[config.mk]
export PLATFORM = sky130hd
export DESIGN_NAME = travel_window_average_calibrate_top
export DESIGN_NICKNAME = d
export VERILOG_FILES = /design/src/sv/twac_pkg.sv /design/src/sv/travel_window_average_calibrate_top.sv
export SDC_FILE = /design/constraint.sdc
export NUM_CORES = 1
export LEC_CHECK = 0
export ABC_AREA = 1
export BUFFER_PORTS_ARGS = -buffer_cell sky130_fd_sc_hd__buf_2
export CORE_MARGIN = 5
export CORE_UTILIZATION = 40
export CTS_CLUSTER_DIAMETER = 100
export CTS_CLUSTER_SIZE = 10
export DETAILED_ROUTE_END_ITERATION = 7
export HOLD_SLACK_MARGIN = 0.05
export PLACE_DENSITY_LB_ADDON = 0.1
export SKIP_LAST_GASP = 1
export SYNTH_ARGS = -nofsm -noshare
export SYNTH_HDL_FRONTEND = slang
export SYNTH_SLANG_ARGS = --single-unit
[constraint.sdc]
create_clock -name clk -period 8.25 [get_ports clk]
set_clock_uncertainty 0.1 [all_clocks]
set_input_delay 2.0625 -clock clk [delete_from_list [all_inputs] [get_ports clk]]
set_output_delay 2.0625 -clock clk [all_outputs]
set_load 0.005 [all_outputs]
[src/sv/twac_pkg.sv]
// ----------------------------------------------------------------------------
// twac_pkg
// Shared widths, codes and limits for the travel window average and
// calibration block.
// ----------------------------------------------------------------------------
package twac_pkg;

	localparam int SAMPLE_W = 12;
	localparam int SUM_W    = 20;
	localparam int OFFSET_W = 12;
	localparam int SPAN_W   = 10;
	localparam int VALUE_W  = 23;
	localparam int MODE_W   = 2;
	localparam int KIND_W   = 2;
	localparam int ADDR_W   = 3;
	localparam int DATA_W   = 32;

	localparam int SAG_SCALE = 1000;
	localparam int SCALE_W   = 10;
	localparam int NUM_W     = SUM_W + SCALE_W;

	localparam logic [SUM_W-1:0]    SUM_MAX    = {SUM_W{1'b1}};
	localparam logic [OFFSET_W-1:0] OFFSET_MAX = {OFFSET_W{1'b1}};
	localparam logic [NUM_W-1:0]    VALUE_MAX  = NUM_W'(4190208);

	localparam logic [SPAN_W-1:0] FRONT_SPAN_RST = SPAN_W'(300);
	localparam logic [SPAN_W-1:0] REAR_SPAN_RST  = SPAN_W'(125);

	localparam logic [MODE_W-1:0] MODE_SAG       = 2'd0;
	localparam logic [MODE_W-1:0] MODE_CALIBRATE = 2'd1;
	localparam logic [MODE_W-1:0] MODE_NORMALIZE = 2'd2;

	localparam logic [KIND_W-1:0] KIND_SAG    = 2'd0;
	localparam logic [KIND_W-1:0] KIND_OFFSET = 2'd1;
	localparam logic [KIND_W-1:0] KIND_TRAVEL = 2'd2;

	localparam logic REG_FRONT_SPAN = 1'b0;
	localparam logic REG_REAR_SPAN  = 1'b1;

endpackage

[src/sv/travel_window_average_calibrate_top.sv]
// ----------------------------------------------------------------------------
// travel_window_average_calibrate_top
// Two-channel travel sample accumulator with offset calibration, sag
// measurement and per-sample travel normalization.
// ----------------------------------------------------------------------------
// A sag or calibrate beat without the window end flag leaves the block idle,
// as does an ignored mode code. A normalize beat goes to the emit state and
// waits there while the result register is held by result_stall. A window end
// beat runs both channels through one shared restoring divider that resolves
// one quotient bit per cycle over 30 bits, for a sag or calibrate window end
// alike, with output wait between and after the channels; a sag channel that
// comes out zero skips the divider. item_stall is high throughout any beat
// that leaves idle.
// Span registers sit at byte address 0 (front) and 4 (rear).
module travel_window_average_calibrate_top #(
	parameter int WINDOW_SAMPLES = 256,
	parameter int ADC_FULL_SCALE = 4096
) (
	input  logic                                   clk,
	input  logic                                   arst_n,

	input  logic                                   item_valid,
	output logic                                   item_stall,
	input  logic [twac_pkg::SAMPLE_W-1:0]          sample,
	input  logic                                   channel,
	input  logic [twac_pkg::MODE_W-1:0]            mode,
	input  logic                                   window_end,

	output logic                                   result_valid,
	input  logic                                   result_stall,
	output logic                                   result_channel,
	output logic [twac_pkg::KIND_W-1:0]            result_kind,
	output logic signed [twac_pkg::VALUE_W-1:0]    value,
	output logic                                   last,

	input  logic                                   psel,
	input  logic                                   penable,
	input  logic                                   pwrite,
	input  logic [twac_pkg::ADDR_W-1:0]            paddr,
	input  logic [twac_pkg::DATA_W-1:0]            pwdata,
	output logic [twac_pkg::DATA_W-1:0]            prdata,
	output logic                                   pready
);

	localparam int N_W    = $clog2(WINDOW_SAMPLES + 1);
	localparam int FS_W   = $clog2(ADC_FULL_SCALE + 1);
	localparam int DEN_W  = N_W + FS_W;
	localparam int REM_W  = DEN_W + 1;
	localparam int BASE_W = twac_pkg::OFFSET_W + N_W;
	localparam int CMP_W  = (BASE_W > twac_pkg::SUM_W) ? BASE_W : twac_pkg::SUM_W;
	localparam int OFC_W  = (FS_W > twac_pkg::OFFSET_W) ? FS_W : twac_pkg::OFFSET_W;
	localparam int CNT_W  = $clog2(twac_pkg::NUM_W);

	typedef enum logic [2:0] {
		ST_IDLE,
		ST_PREP,
		ST_SCALE,
		ST_DIV,
		ST_FIN,
		ST_EMIT
	} state_t;

	state_t                                 state_q;
	logic                                   ch_q;
	logic [twac_pkg::KIND_W-1:0]            kind_q;
	logic signed [twac_pkg::VALUE_W-1:0]    res_q;
	logic [BASE_W-1:0]                      base_q;
	logic [DEN_W-1:0]                       den_q;
	logic [twac_pkg::NUM_W-1:0]             num_q;
	logic [REM_W-1:0]                       rem_q;
	logic [CNT_W-1:0]                       cnt_q;
	logic                                   zero_q;

	logic [twac_pkg::SUM_W-1:0]             sum_q [2];
	logic [twac_pkg::OFFSET_W-1:0]          off_q [2];
	logic [twac_pkg::SPAN_W-1:0]            front_span_q;
	logic [twac_pkg::SPAN_W-1:0]            rear_span_q;

	logic                                   result_valid_q;
	logic                                   result_channel_q;
	logic [twac_pkg::KIND_W-1:0]            result_kind_q;
	logic signed [twac_pkg::VALUE_W-1:0]    value_q;
	logic                                   last_q;

	logic                                   item_acc;
	logic                                   out_free;
	logic                                   cfg_wr;
	logic                                   rd_ch;
	logic [twac_pkg::SUM_W-1:0]             sum_rd;
	logic [twac_pkg::OFFSET_W-1:0]          off_rd;
	logic [twac_pkg::SUM_W:0]               sum_add;
	logic [twac_pkg::SUM_W-1:0]             sum_next;
	logic [twac_pkg::SPAN_W-1:0]            span_sel;
	logic signed [twac_pkg::OFFSET_W:0]     norm_diff;
	logic signed [twac_pkg::VALUE_W:0]      norm_prod;
	logic                                   off_ge_fs;
	logic [FS_W-1:0]                        fs_diff;
	logic                                   sum_le_base;
	logic [twac_pkg::SUM_W-1:0]             sag_diff;
	logic [REM_W-1:0]                       rem_shift;
	logic                                   rem_ge;
	logic [twac_pkg::OFFSET_W-1:0]          avg_sat;
	logic [twac_pkg::NUM_W-1:0]             sag_sat;

	assign item_stall = (state_q != ST_IDLE);
	assign item_acc   = item_valid && !item_stall;
	assign out_free   = !result_valid_q || !result_stall;
	assign cfg_wr     = psel && penable && pwrite && pready;
	assign pready     = 1'b1;

	assign rd_ch  = (state_q == ST_IDLE) ? channel : ch_q;
	assign sum_rd = sum_q[rd_ch];
	assign off_rd = off_q[rd_ch];

	assign sum_add  = {1'b0, sum_rd} + (twac_pkg::SUM_W + 1)'(sample);
	assign sum_next = sum_add[twac_pkg::SUM_W] ? twac_pkg::SUM_MAX
	                                           : sum_add[twac_pkg::SUM_W-1:0];

	assign span_sel  = channel ? rear_span_q : front_span_q;
	assign norm_diff = $signed({1'b0, sample}) - $signed({1'b0, off_rd});
	assign norm_prod = (twac_pkg::VALUE_W + 1)'(norm_diff)
	                 * (twac_pkg::VALUE_W + 1)'($signed({1'b0, span_sel}));

	assign off_ge_fs = OFC_W'(off_rd) >= OFC_W'(ADC_FULL_SCALE);
	assign fs_diff   = FS_W'(ADC_FULL_SCALE) - FS_W'(off_rd);

	assign sum_le_base = CMP_W'(sum_rd) <= CMP_W'(base_q);
	assign sag_diff    = twac_pkg::SUM_W'(CMP_W'(sum_rd) - CMP_W'(base_q));

	assign rem_shift = {rem_q[REM_W-2:0], num_q[twac_pkg::NUM_W-1]};
	assign rem_ge    = rem_shift >= REM_W'(den_q);

	assign avg_sat = (num_q > twac_pkg::NUM_W'(twac_pkg::OFFSET_MAX))
	               ? twac_pkg::OFFSET_MAX : num_q[twac_pkg::OFFSET_W-1:0];
	assign sag_sat = (num_q > twac_pkg::VALUE_MAX) ? twac_pkg::VALUE_MAX : num_q;

	always_ff @(posedge clk or negedge arst_n) begin
		if (!arst_n) begin
			front_span_q <= twac_pkg::FRONT_SPAN_RST;
			rear_span_q  <= twac_pkg::REAR_SPAN_RST;
		end else if (cfg_wr) begin
			case (paddr[2])
				twac_pkg::REG_FRONT_SPAN: front_span_q <= pwdata[twac_pkg::SPAN_W-1:0];
				twac_pkg::REG_REAR_SPAN:  rear_span_q  <= pwdata[twac_pkg::SPAN_W-1:0];
				default: ;
			endcase
		end
	end

	always_comb begin
		case (paddr[2])
			twac_pkg::REG_FRONT_SPAN:
				prdata = twac_pkg::DATA_W'(front_span_q);
			twac_pkg::REG_REAR_SPAN:
				prdata = twac_pkg::DATA_W'(rear_span_q);
			default:
				prdata = '0;
		endcase
	end

	always_ff @(posedge clk or negedge arst_n) begin
		if (!arst_n) begin
			state_q        <= ST_IDLE;
			ch_q           <= 1'b0;
			kind_q         <= twac_pkg::KIND_SAG;
			zero_q         <= 1'b0;
			cnt_q          <= '0;
			sum_q[0]       <= '0;
			sum_q[1]       <= '0;
			off_q[0]       <= '0;
			off_q[1]       <= '0;
			result_valid_q <= 1'b0;
		end else begin
			if (result_valid_q && !result_stall) begin
				result_valid_q <= 1'b0;
			end
			case (state_q)
				ST_IDLE: begin
					if (item_acc) begin
						case (mode)
							twac_pkg::MODE_NORMALIZE: begin
								ch_q    <= channel;
								kind_q  <= twac_pkg::KIND_TRAVEL;
								res_q   <= norm_prod[twac_pkg::VALUE_W-1:0];
								state_q <= ST_EMIT;
							end
							twac_pkg::MODE_SAG,
							twac_pkg::MODE_CALIBRATE: begin
								sum_q[channel] <= sum_next;
								if (window_end) begin
									ch_q    <= 1'b0;
									kind_q  <= (mode == twac_pkg::MODE_CALIBRATE)
									         ? twac_pkg::KIND_OFFSET : twac_pkg::KIND_SAG;
									state_q <= ST_PREP;
								end
							end
							default: ;
						endcase
					end
				end
				ST_PREP: begin
					rem_q <= '0;
					cnt_q <= CNT_W'(twac_pkg::NUM_W - 1);
					if (kind_q == twac_pkg::KIND_OFFSET) begin
						num_q   <= twac_pkg::NUM_W'(sum_rd);
						den_q   <= DEN_W'(WINDOW_SAMPLES);
						state_q <= ST_DIV;
					end else begin
						zero_q  <= off_ge_fs;
						base_q  <= BASE_W'(WINDOW_SAMPLES) * BASE_W'(off_rd);
						den_q   <= DEN_W'(WINDOW_SAMPLES) * DEN_W'(fs_diff);
						state_q <= ST_SCALE;
					end
				end
				ST_SCALE: begin
					if (zero_q || sum_le_base) begin
						res_q   <= '0;
						state_q <= ST_EMIT;
					end else begin
						num_q   <= twac_pkg::NUM_W'(twac_pkg::SAG_SCALE)
						         * twac_pkg::NUM_W'(sag_diff);
						state_q <= ST_DIV;
					end
				end
				ST_DIV: begin
					rem_q <= rem_ge ? (rem_shift - REM_W'(den_q)) : rem_shift;
					num_q <= {num_q[twac_pkg::NUM_W-2:0], rem_ge};
					cnt_q <= cnt_q - 1'b1;
					if (cnt_q == '0) begin
						state_q <= ST_FIN;
					end
				end
				ST_FIN: begin
					if (kind_q == twac_pkg::KIND_OFFSET) begin
						off_q[ch_q] <= avg_sat;
						res_q       <= twac_pkg::VALUE_W'(avg_sat);
					end else begin
						res_q <= sag_sat[twac_pkg::VALUE_W-1:0];
					end
					state_q <= ST_EMIT;
				end
				ST_EMIT: begin
					if (out_free) begin
						result_valid_q   <= 1'b1;
						result_channel_q <= ch_q;
						result_kind_q    <= kind_q;
						value_q          <= res_q;
						last_q           <= (kind_q == twac_pkg::KIND_TRAVEL) || ch_q;
						if (kind_q == twac_pkg::KIND_TRAVEL) begin
							state_q <= ST_IDLE;
						end else if (ch_q) begin
							sum_q[0] <= '0;
							sum_q[1] <= '0;
							state_q  <= ST_IDLE;
						end else begin
							ch_q    <= 1'b1;
							state_q <= ST_PREP;
						end
					end
				end
				default: state_q <= ST_IDLE;
			endcase
		end
	end

	assign result_valid   = result_valid_q;
	assign result_channel = result_channel_q;
	assign result_kind    = result_kind_q;
	assign value          = value_q;
	assign last           = last_q;

endmodule
# Yosys cells after proc, flatten, opt, wreduce, memory -nomap -nowiden
# Cells that the tools add are included.
[word_totals] reg_bits=232 word_cells=156
[classes] n_addsub=6 multipliers=2 magnitude_cmp=9 n_eq_ne=22 n_mux=57 n_bitwise=5 n_reduce_logical=34
[op_table] operator="$mux 40" n=5
[op_table] operator="$mux 23" n=5
[op_table] operator="$mux 20" n=5
[op_table] operator="$pmux 30 s3" n=1
[op_table] operator="$pmux 40 s2" n=1
[op_table] operator="$pmux 23 s3" n=1
[op_table] operator="$pmux 32 s2" n=1
[op_table] operator="$mux 12" n=5
[op_table] operator="$mux 30" n=2
[op_table] operator="$pmux 22 s2" n=1
[op_table] operator="$bwmux 40" n=1
[op_table] operator="$gt 30x12->1 const B" n=1
[op_table] operator="$gt 30x22->1 const B" n=1
[op_table] operator="$mul 7x20->27 const A" n=1
[op_table] operator="$bwmux 24" n=1
[op_table] operator="$ge 23x22->1" n=1
[op_table] operator="$mul 13x11->23" n=1
[op_table] operator="$mux 22" n=1
[op_table] operator="$sub 22x22->22" n=1
[op_table] operator="$add 20x12->21" n=1
[op_table] operator="$demux 20 s1" n=1
[op_table] operator="$le 20x20->1" n=1
[op_table] operator="$sub 20x20->20" n=1
[op_table] operator="$ne 2x2->1 const B" n=9
[op_table] operator="39 further kinds" n=86

# Logic depth before layout (Yosys ltp)
# Gate-level depths: netlist of the first run.
[logic_depth] word_depth=12 ltp_mapped=44 ltp_nobuf=43

# Worst setup path before layout of the first run
# Ideal clock, no wire load.
[synth_timing] path_kind="input-to-reg" start="input port channel" end="register res_q[22] (netlist name) (data pin)" setup_time_ns=0.253 t_arrival_ns=8.240 t_required_ns=7.897 path_slack_ns=-0.343 stages=36 n_path_buf=1 path_cell_list="inv_1 > nand3_1 > nand2_2 > buf_2 > nand2_1 > o21ai_1 > inv_1 > ha_1 > nand2_1 > nor2_1 > nor2_1 > inv_1 > a211oi_1 > nand2_2 > nor2_1 > inv_1 > fa_1 > inv_1 > fa_1 > fa_1 > fa_1 > inv_1 > fa_1 > inv_1 > ha_1 > nand2_1 > nor4_1 > nand3_1 > nand3_1 > nand2_1 > nand2_1 > nand2_1 > nand2_1 > nand2_1 > nand2_1 > nor2_1"
[synth_between] elab_chain_len=10
[synth_rtl] element="from (decl)" line_no="travel_window_average_calibrate_top.sv:25" source="input logic channel,"
[synth_rtl] element="$mux 1" line_no="travel_window_average_calibrate_top.sv:111" source="assign rd_ch = (state_q == ST_IDLE) ? channel : ch_q;"
[synth_rtl] element="$not 1->2 (implied by the code)" line_no="travel_window_average_calibrate_top.sv:113" source="assign off_rd = off_q[rd_ch];"
[synth_rtl] element="$mux 12 (implied by the code) (3 in a row)" line_no="travel_window_average_calibrate_top.sv:113"
[synth_rtl] element="named net off_rd, one bit" line_no="travel_window_average_calibrate_top.sv:90" source="logic [twac_pkg::OFFSET_W-1:0] off_rd;"
[synth_rtl] element="$sub 12x12->13" line_no="travel_window_average_calibrate_top.sv:120" source="assign norm_diff = $signed({1'b0, sample}) - $signed({1'b0, off_rd});"
[synth_rtl] element="$mul 13x11->23" line_no="travel_window_average_calibrate_top.sv:122" source="* (twac_pkg::VALUE_W + 1)'($signed({1'b0, span_sel}));"
[synth_rtl] element="$mux 23" line_no="travel_window_average_calibrate_top.sv:180" source="case (mode)"
[synth_rtl] element="$mux 23" line_no="travel_window_average_calibrate_top.sv:179" source="if (item_acc) begin"
[synth_rtl] element="$pmux 23 s3" line_no="travel_window_average_calibrate_top.sv:177" source="case (state_q)"
[synth_rtl] element="to (signal assigned)" line_no="travel_window_average_calibrate_top.sv:184" source="res_q <= norm_prod[twac_pkg::VALUE_W-1:0];"
[synth_rtl] element="to (signal assigned)" line_no="travel_window_average_calibrate_top.sv:236" source="res_q <= twac_pkg::VALUE_W'(avg_sat);"
[synth_rtl] element="to (signal assigned)" line_no="travel_window_average_calibrate_top.sv:238" source="res_q <= sag_sat[twac_pkg::VALUE_W-1:0];"
[synth_rtl] element="to (decl)" line_no="travel_window_average_calibrate_top.sv:66" source="logic signed [twac_pkg::VALUE_W-1:0] res_q;"
# The timed path passes the listed nets, and every way through them passes these cells. The select of a mux whose other input is x is not followed.
# A chain may end at the register's enable or synchronous reset.

# Worst setup path after layout of the first run
# Ends and elaborated chain as after synthesis.

==> results of run 1 <==
[path summary, 6_finish.rpt]
kind	startpoint	to	slack, ns	depth (start not counted)
setup reg to reg	state_q[1]	res_q[21]	0.91	32
hold / removal	res_q[12]	value[12]	0.32	0
max in group asynchronous	arst_n	sum_q[32]	5.44	2
hold reg to reg	res_q[12]	value[12]	0.32	0
setup / recovery	channel	res_q[22]	0.23	35
min in group asynchronous	arst_n	state_q[1]	1.36	1
[synth_stat cells (11+ instances only)]
cell type / instances
nor4_1: 12
or2_2: 17
a22o_1: 11
clkbuf_1: 34
o221ai_1: 11
edfxtp_1: 127
fa_1: 191
nand4_1: 19
nor3_1: 21
xnor2_1: 20
nor2_1: 201
inv_1: 522
nand2_2: 12
o21ai_1: 29
o21ai_0: 189
o21bai_1: 11
buf_4: 23
nand2_1: 462
dfrtp_1: 86
xor2_1: 25
ha_1: 165
nand3_1: 113
a21oi_1: 129
[critical path, delay by kind of cell]
| family | cells | cell delay (ns) |
|---|---|---|
| AO/OA/AOI/OAI | 1 | 0.17 |
| buffers and inverters | 10 | 0.82 |
| adder cells (fa/ha/maj) | 7 | 3.22 |
| AND/OR/NAND/NOR | 17 | 1.92 |
[routing by layer]
metal	vias to the layer above	part of all wire, %
met5	-	0.020
met4	2	3.5
met3	107	5.0
met2	394	49
met1	8794	43
li1	8969	-
[logic make-up (layout without fill, tap and decap cells)]
kind of cell	after synthesis	in the layout	share of synthesized area [%]
and+or+nand+nor	898	899	18.3
adders and majority gates	356	356	27.5
DFF	223	223	29.1
buffers and inverters	608	981	11.2
xor gates and xnor gates	47	47	2.00
other	2	25	0.0351
AOI/OAI and AO/OA	446	446	11.8
[cell type report]
type | count | area (um^2)
Clock buffer | 46 | 768
Inverter | 539 | 2030
Multi-Input combinational cell | 1771 | 13600
Timing Repair Buffer | 393 | 2840
Tap cell | 688 | 861
Sequential cell | 223 | 6230
Fill cell | 5210 | 26400
Clock inverter | 3 | 37.5
Antenna cell | 2 | 5.00
[sequential cells by signal, summed over array words and instances, names as in the netlist, 5 cells and up]
signal,flops
sum_q,40
num_q,30
off_q,24
res_q,23
value,23
rem_q,22
den_q,13
base_q,12
front_span_q,10
rear_span_q,10
cnt_q,5
[cells in the final DEF, fill, tap and decap left out, types with 9 or more instances in the layout]
cell type,netlist,routed
a21oi_1,129,115
a21oi_2,1,13
a22o_1,11,11
buf_2,7,70
buf_4,23,317
clkbuf_1,34,18
clkbuf_16,0,29
conb_1,2,23
dfrtp_1,86,86
dfstp_2,10,10
edfxtp_1,127,127
fa_1,191,186
ha_1,165,144
ha_4,0,19
inv_1,522,509
inv_2,9,21
nand2_1,462,439
nand2_2,12,29
nand2_4,6,9
nand3_1,113,103
nand3_2,10,17
nand4_1,19,19
nor2_1,201,182
nor2_2,1,12
nor2_4,5,13
nor3_1,21,16
nor4_1,12,10
o21a_1,10,10
o21ai_0,189,180
o21ai_1,29,31
o21ai_2,8,11
o21bai_1,11,11
o221ai_1,11,11
or2_2,17,16
xnor2_1,20,18
xor2_1,25,24
[stage by stage]
stage | hold WS, ns | TNS (ns) | cell area [um^2] | util, %
6_report | 0.316 | 0 | 26400 | 50.0
5_1_grt | 0.326 | -0.210 | 26400 | 50.0
3_3_place_gp | 0.301 | -12.64 | 24700 | 46.8
4_1_cts | 0.316 | -0.0579 | 25600 | 48.6
2_1_floorplan | 0.300 | -0.0401 | 21600 | -
3_5_place_dp | 0.305 | -13.36 | 24700 | 46.8
[what timing repair did]
item	4_1_cts	5_1_grt
setup buffers	2	18
cloned	0	2
pin swaps	11	95
resized for setup	22	125
endpoints found under the setup margin	10	23
==> flow_summary.yaml, run 1 <==
floorplan:
  core-area_um2: 52800
  io-pin-count: 120
  die_x_um: 241
  start_util_pct: 40.5
  fp-row-count: 84
  die-area_um2: 58200
  die_h_um: 241
grt:
  use_met1_pct: 28.2
  met2_usage_pct: 37.2
  grt.busiest_layer: "met2"
  grt_pass1_wl_um: 99100
  antenna_found_initial: 4
  grt_max_degree: 66
  use_met3_pct: 3.47
  grt-ovfl-total: 0
  grt_usage_pct: 21.8
  grt_pass1_vias: 18200
timing:
  setup_viol: 0
  hold_viol: 0
  fmax_mhz: 125
  maxSlewViolCount: 0
  fin_crit_ns: 8.02
  rsz0062_at_grt: "true"
  max-slew-margin-rel_pct: 26.0
  setup_ws_ns: 0.232
  period_share_pct: 97.2
  worstMarginPinSlew_ns: 1.11
synthesis:
  async_reset_ff_share_pct: 43.0
  ys.flop_type: "edfxtp_1"
  synth_edf_count: 127
  synth_area_leaders: "fa_1 (18%), edfxtp_1 (18%), dfrtp_1 (10%), ha_1 (9.7%), inv_1 (9.2%)"
  synth_warnings: 0
  avgSynthCellArea_um2: 8.29
  synth_area_um2: 21400
  synth-seq-cells: 223
  syn_inst: 2580
  netlist.area_leader.share_pct: 17.9
  synth_area_leader_cell: "fa_1"
  ys_seq_area_share_pct: 29.1
  synth.distinct_cells: 63
run_status:
  outcome: "finished clean"
final_layout:
  area_growth_pct: 23.4
  layout.cells.non_filler: 3665
  final_layout_size_suffix_gt1_share_pct: 21.4
  nets: 3369
run:
  maxCapViolations: 0
clock_tree:
  cts_tree: "built"
  cts.sink_count: 223
  insertion_delay_ns: 0.57
  numCtsBuffers: 27
  postCtsHoldBufs: 0
  cts_root_buffer: "clkbuf_16"
  htree_levels: 1
  clk_path_buf_depth: 3
  clk_pin_slew_ns: 0.05
placed_design:
  dp_hpwl_um: 53400
  place_ws_ns: -0.819
  gp_congestion: 0.874
  io_buffers: 72
  dpl.cell_count: 3593
setup_path:
  critical_path_arrival_ns: 8.23
  end_kind: "flip-flop"
  crit_type: "primary input to flip-flop"
  critical-path-max-stage-delay_ns: 0.54
  crit_top_cell: "nand2_1"
  path_max_fanout: 8
  startpoint_type: "primary input"
  critical_path_required_ns: 8.46
  crit_path_top_delay_cell: "fa_2"
drt:
  via_count: 18300
  via_per_inst: 4.98
  drtIter0Drc: 1184
  wl_um: 64900
  first_pass_iters: 8
  drc_errors: 0
  ant_nets: 0
  wl_per_cell_um: 17.7
hold_path:
  min-delay-path-class: "flip-flop to flip-flop"
Power of run 1 is left out: the tool's default activity adds up to more than one toggle a clock period on the data nets, which glitch-free logic cannot reach.
==> run 2: changes to the inputs <==
Settings changed: CELL_PAD_IN_SITES_DETAIL_PLACEMENT set to 1, CELL_PAD_IN_SITES_GLOBAL_PLACEMENT set to 2, CORE_UTILIZATION 40 to 39, MAX_ROUTING_LAYER set to met4.
==> run 2 against run 1 <==
Die area grew 2.5%. Register-to-register slack worse by 0.13 ns. Setup slack worse by 0.037 ns. Final cell count increased by 0.16%. Global-route usage up 2.9 points. Wire length increased by 12%. Critical path depth decreased by 2. First-iteration DRC count down 23%. Clock-buffer cell count is 1 lower. Critical endpoint is now res_q[21].
==> flow_summary.yaml, run 2 (synthesis results as in run 1) <==
setup_path:
  crit_type: "primary input to flip-flop"
  crit_path_top_delay_cell: "fa_1"
  end_kind: "flip-flop"
  critical_path_required_ns: 8.44
  path_max_fanout: 7
  critical_path_arrival_ns: 8.25
  crit_top_cell: "fa_1"
  startpoint_type: "primary input"
  critical-path-max-stage-delay_ns: 0.55
timing:
  worstMarginPinSlew_ns: 1.25
  setup_tns_ns: 0
  max-slew-margin-rel_pct: 16.3
  hold_viol: 0
  maxSlewViolCount: 0
  fmax_mhz: 124
  period_share_pct: 97.6
  rsz0062_at_grt: "true"
  setup_viol: 0
  fin_crit_ns: 8.05
floorplan:
  io-pin-count: 120
  die_h_um: 244
  fp-row-count: 85
  die_x_um: 244
  core-area_um2: 54000
  die-area_um2: 59600
  start_util_pct: 39.6
final_layout:
  largest_reg_flops: 40
  area_growth_pct: 23.6
  final_layout_size_suffix_gt1_share_pct: 22.3
  fillerInstances: 6480
  nets: 3366
  layout_common_cells: "inv_1 (499), nand2_1 (433), buf_4 (307)"
  top_register: "sum_q"
  final_common_cell: "inv_1"
  largestRegisters: "sum_q (40), num_q (30), off_q (24)"
grt:
  grt_usage_pct: 24.6
  grt-ovfl-total: 0
  grt_pass1_wl_um: 112000
  grt_max_degree: 53
  grt_pass1_vias: 19800
  antenna_found_initial: 8
drt:
  drtIter0Drc: 907
  via_count: 18700
  ant_nets: 0
  drc_errors: 0
  first_pass_iters: 5
  wl_per_cell_um: 19.8
  wl_um: 72900
  via_per_inst: 5.10
clock_tree:
  cts_tree: "built"
  numCtsBuffers: 27
  cts_root_buffer: "clkbuf_16"
  htree_levels: 1
  clk_path_buf_depth: 3
  postCtsHoldBufs: 0
  cts.sink_count: 223
  clk_pin_slew_ns: 0.05
  insertion_delay_ns: 0.57
run:
  maxCapViolations: 0
placed_design:
  dp_hpwl_um: 60800
  io_buffers: 72
  gp_congestion: 0.913
run_status:
  outcome: "finished clean"
hold_path:
  min-delay-path-class: "flip-flop to flip-flop"
-- run 2: what timing repair did --
action                     in CTS  in global routing
pin swaps                      11                 91
gates resized for setup        41                140
setup buffers                   5                 18
setup endpoints to repair      17                 24
-- run 2: path summary, 6_finish.rpt --
path                                 start         endpoint  slack (ns)  cells past startpoint
min in group asynchronous           arst_n        sum_q[27]        1.46                      1
worst min register to register   res_q[19]        value[19]        0.32                      0
max in group asynchronous           arst_n  front_span_q[4]        5.35                      2
worst max register to register  state_q[2]        res_q[21]        0.78                     34
worst min-delay path             res_q[19]        value[19]        0.32                      0
worst max-delay path               channel        res_q[21]        0.20                     33
-- run 2: area by class of cell --
cell class	instances	area [um^2]	share of cell area, %
multi-input cells	1770	13700	51.7
clock buffers	45	743	2.81
repair buffers	391	2840	10.8
inverters	539	2020	7.66
diodes	3	7.51	0.0284
clock inverters	4	41.3	0.156
flip-flops and latches	223	6230	23.6
well taps	696	871	3.30
-- run 2: worst max-delay path, delay by kind of cell --
family,cells,cell delay [ns]
AOI/OAI and AO/OA,5,0.75
adders and majority gates,7,3.08
buffers and inverters,11,1.03
and+or+nand+nor,10,1.31
-- run 2: per-stage QoR --
stage	utilization, %	instances	hold slack, ns	instance area (um^2)	setup slack [ns]
after floorplan	-	2601	0.300	21600	-0.0261
after global placement	45.8	3596	0.305	24700	-0.803
after detailed placement	45.8	3596	0.306	24700	-0.893
after CTS	47.6	3650	0.319	25700	-0.0122
after global routing	48.9	3671	0.325	26400	-0.0818
final	48.9	3671	0.317	26400	0.195
-- run 2: metal layers --
metal | vias to the layer above | wire length (um) | GRT usage, %
li1 | 8957 | - | -
met1 | 9345 | 33800 | 33.9
met2 | 353 | 33600 | 38.8
met3 | 85 | 3600 | 3.59
met4 | 0 | 1940 | 5.89
met5 | - | 0 | -
Power of run 2 is left out for the same reason.
==> run 3: changes to the inputs <==
Settings changed: CELL_PAD_IN_SITES_DETAIL_PLACEMENT 1 to not set, CELL_PAD_IN_SITES_GLOBAL_PLACEMENT 2 to not set, CORE_UTILIZATION 39 to 40.
==> run 3 against run 2 <==
Setup slack improved by 0.020 ns. Die area down 2.4%. Non-clock buffer count shrank 1. Critical path type unchanged.
==> flow_summary.yaml, run 3 (synthesis results as in run 1) <==
drt:
  wl_per_cell_um: 17.6
  drtIter0Drc: 1095
  drc_errors: 0
  wl_um: 64600
  first_pass_iters: 7
  via_count: 18200
  ant_nets: 0
  via_per_inst: 4.97
clock_tree:
  clk_pin_slew_ns: 0.06
  htree_levels: 1
  cts.sink_count: 223
  cts_tree: "built"
  numCtsBuffers: 28
  clk_path_buf_depth: 3
  postCtsHoldBufs: 0
  cts_root_buffer: "clkbuf_16"
  insertion_delay_ns: 0.58
hold_path:
  hold_start: "res_q[19]"
  min-delay-path-class: "flip-flop to flip-flop"
placed_design:
  dpl.cell_count: 3594
  dp_hpwl_um: 53600
  io_buffers: 72
  gp_congestion: 0.896
  placed_area_um2: 24700
setup_path:
  crit_start: "channel"
  crit_top_cell: "buf_4"
  startpoint_type: "primary input"
  path_max_fanout: 9
  crit_type: "primary input to flip-flop"
  critical-path-max-stage-delay_ns: 0.58
  critPathCapture: "res_q[21]"
  crit_path_top_delay_cell: "fa_2"
  worstRegToRegCells: 33
  end_kind: "flip-flop"
  timing.rr.start: "state_q[1]"
  rrSetupSlack_ns: 0.87
  timing.rr.end: "res_q[21]"
  critical_path_arrival_ns: 8.24
  critical_path_required_ns: 8.46
final_layout:
  layout_common_cells: "inv_1 (509), nand2_1 (435), buf_4 (315)"
  nets: 3366
  top_register: "sum_q"
  final_layout_size_suffix_gt1_share_pct: 21.7
  layout.cells.non_filler: 3663
  multi_input_area_um2: 13600
  design_area_um2: 26400
  largestRegisters: "sum_q (40), num_q (30), off_q (24)"
  fillerInstances: 5167
  largest_reg_flops: 40
  area_growth_pct: 23.2
  final_common_cell: "inv_1"
  regArea_um2: 6230
run_status:
  outcome: "finished clean"
run:
  maxCapViolations: 0
timing:
  fin_crit_ns: 8.03
  setup_viol: 0
  worstMarginPinSlew_ns: 1.16
  fmax_mhz: 124
  max-slew-margin-rel_pct: 22.6
  hold_viol: 0
  maxSlewViolCount: 0
  rsz0062_at_grt: "true"
  period_share_pct: 97.4
floorplan:
  core-area_um2: 52800
  die-area_um2: 58200
  start_util_pct: 40.5
  die_h_um: 241
  io-pin-count: 120
  die_x_um: 241
  fp-row-count: 84
grt:
  grt_pass1_wl_um: 99900
  antenna_found_initial: 3
  grt-ovfl-total: 0
  grt_max_degree: 70
  grt_pass1_vias: 18400
  grt_usage_pct: 22.5
[run 3: routing by layer]
metal	share of wire, %	up-vias	global-route usage (%)	routed length, um
met5	0	-	-	0
met4	2.8	0	5.39	1780
met3	3.1	86	1.73	1980
met2	50	282	38.6	32100
met1	44	8868	29.4	28700
li1	-	8970	-	-
[run 3: how the worst min path moves through the flow]
stage	end	slack, ns	cells past startpoint
after detailed placement	value[9]	0.31	0
after CTS	value[9]	0.32	0
after global routing	value[1]	0.33	0
after floorplan	value[0]	0.30	0
final	value[19]	0.32	0
after global placement	value[17]	0.30	0
[run 3: final cells by class]
| class | instances | area share [%] |
|---|---|---|
| clock buffers | 46 | 2.92 |
| clock inverters | 6 | 0.195 |
| inverters | 539 | 7.68 |
| multi-input cells | 1770 | 51.7 |
| flip-flops and latches | 223 | 23.6 |
| diodes | 1 | 0.00950 |
| repair buffers | 390 | 10.6 |
| well taps | 688 | 3.27 |
[run 3: critical path, delay by kind of cell]
kind                     cells  cell delay (ns)
adder cells (fa/ha/maj)      7             3.02
buffers and inverters        9             0.93
AND/OR/NAND/NOR             10             1.21
AO/OA/AOI/OAI                6             1.00
[run 3: through the flow]
stage	setup WS [ns]	util, %	TNS (ns)	hold WS [ns]
after floorplan	-0.0261	-	-0.0401	0.300
after global placement	-0.774	46.8	-13.41	0.302
after detailed placement	-0.853	46.8	-13.56	0.305
after CTS	-0.0522	48.6	-0.0794	0.319
after global routing	-0.0997	49.9	-0.179	0.328
final	0.215	49.9	0	0.316
[run 3: timing repair]
action,4_1_cts,5_1_grt
resized for setup,16,140
pin swaps,6,75
buffers inserted,3,12
endpoints found under the setup margin,10,25
cloned,0,1
Power of run 3 is left out for the same reason.
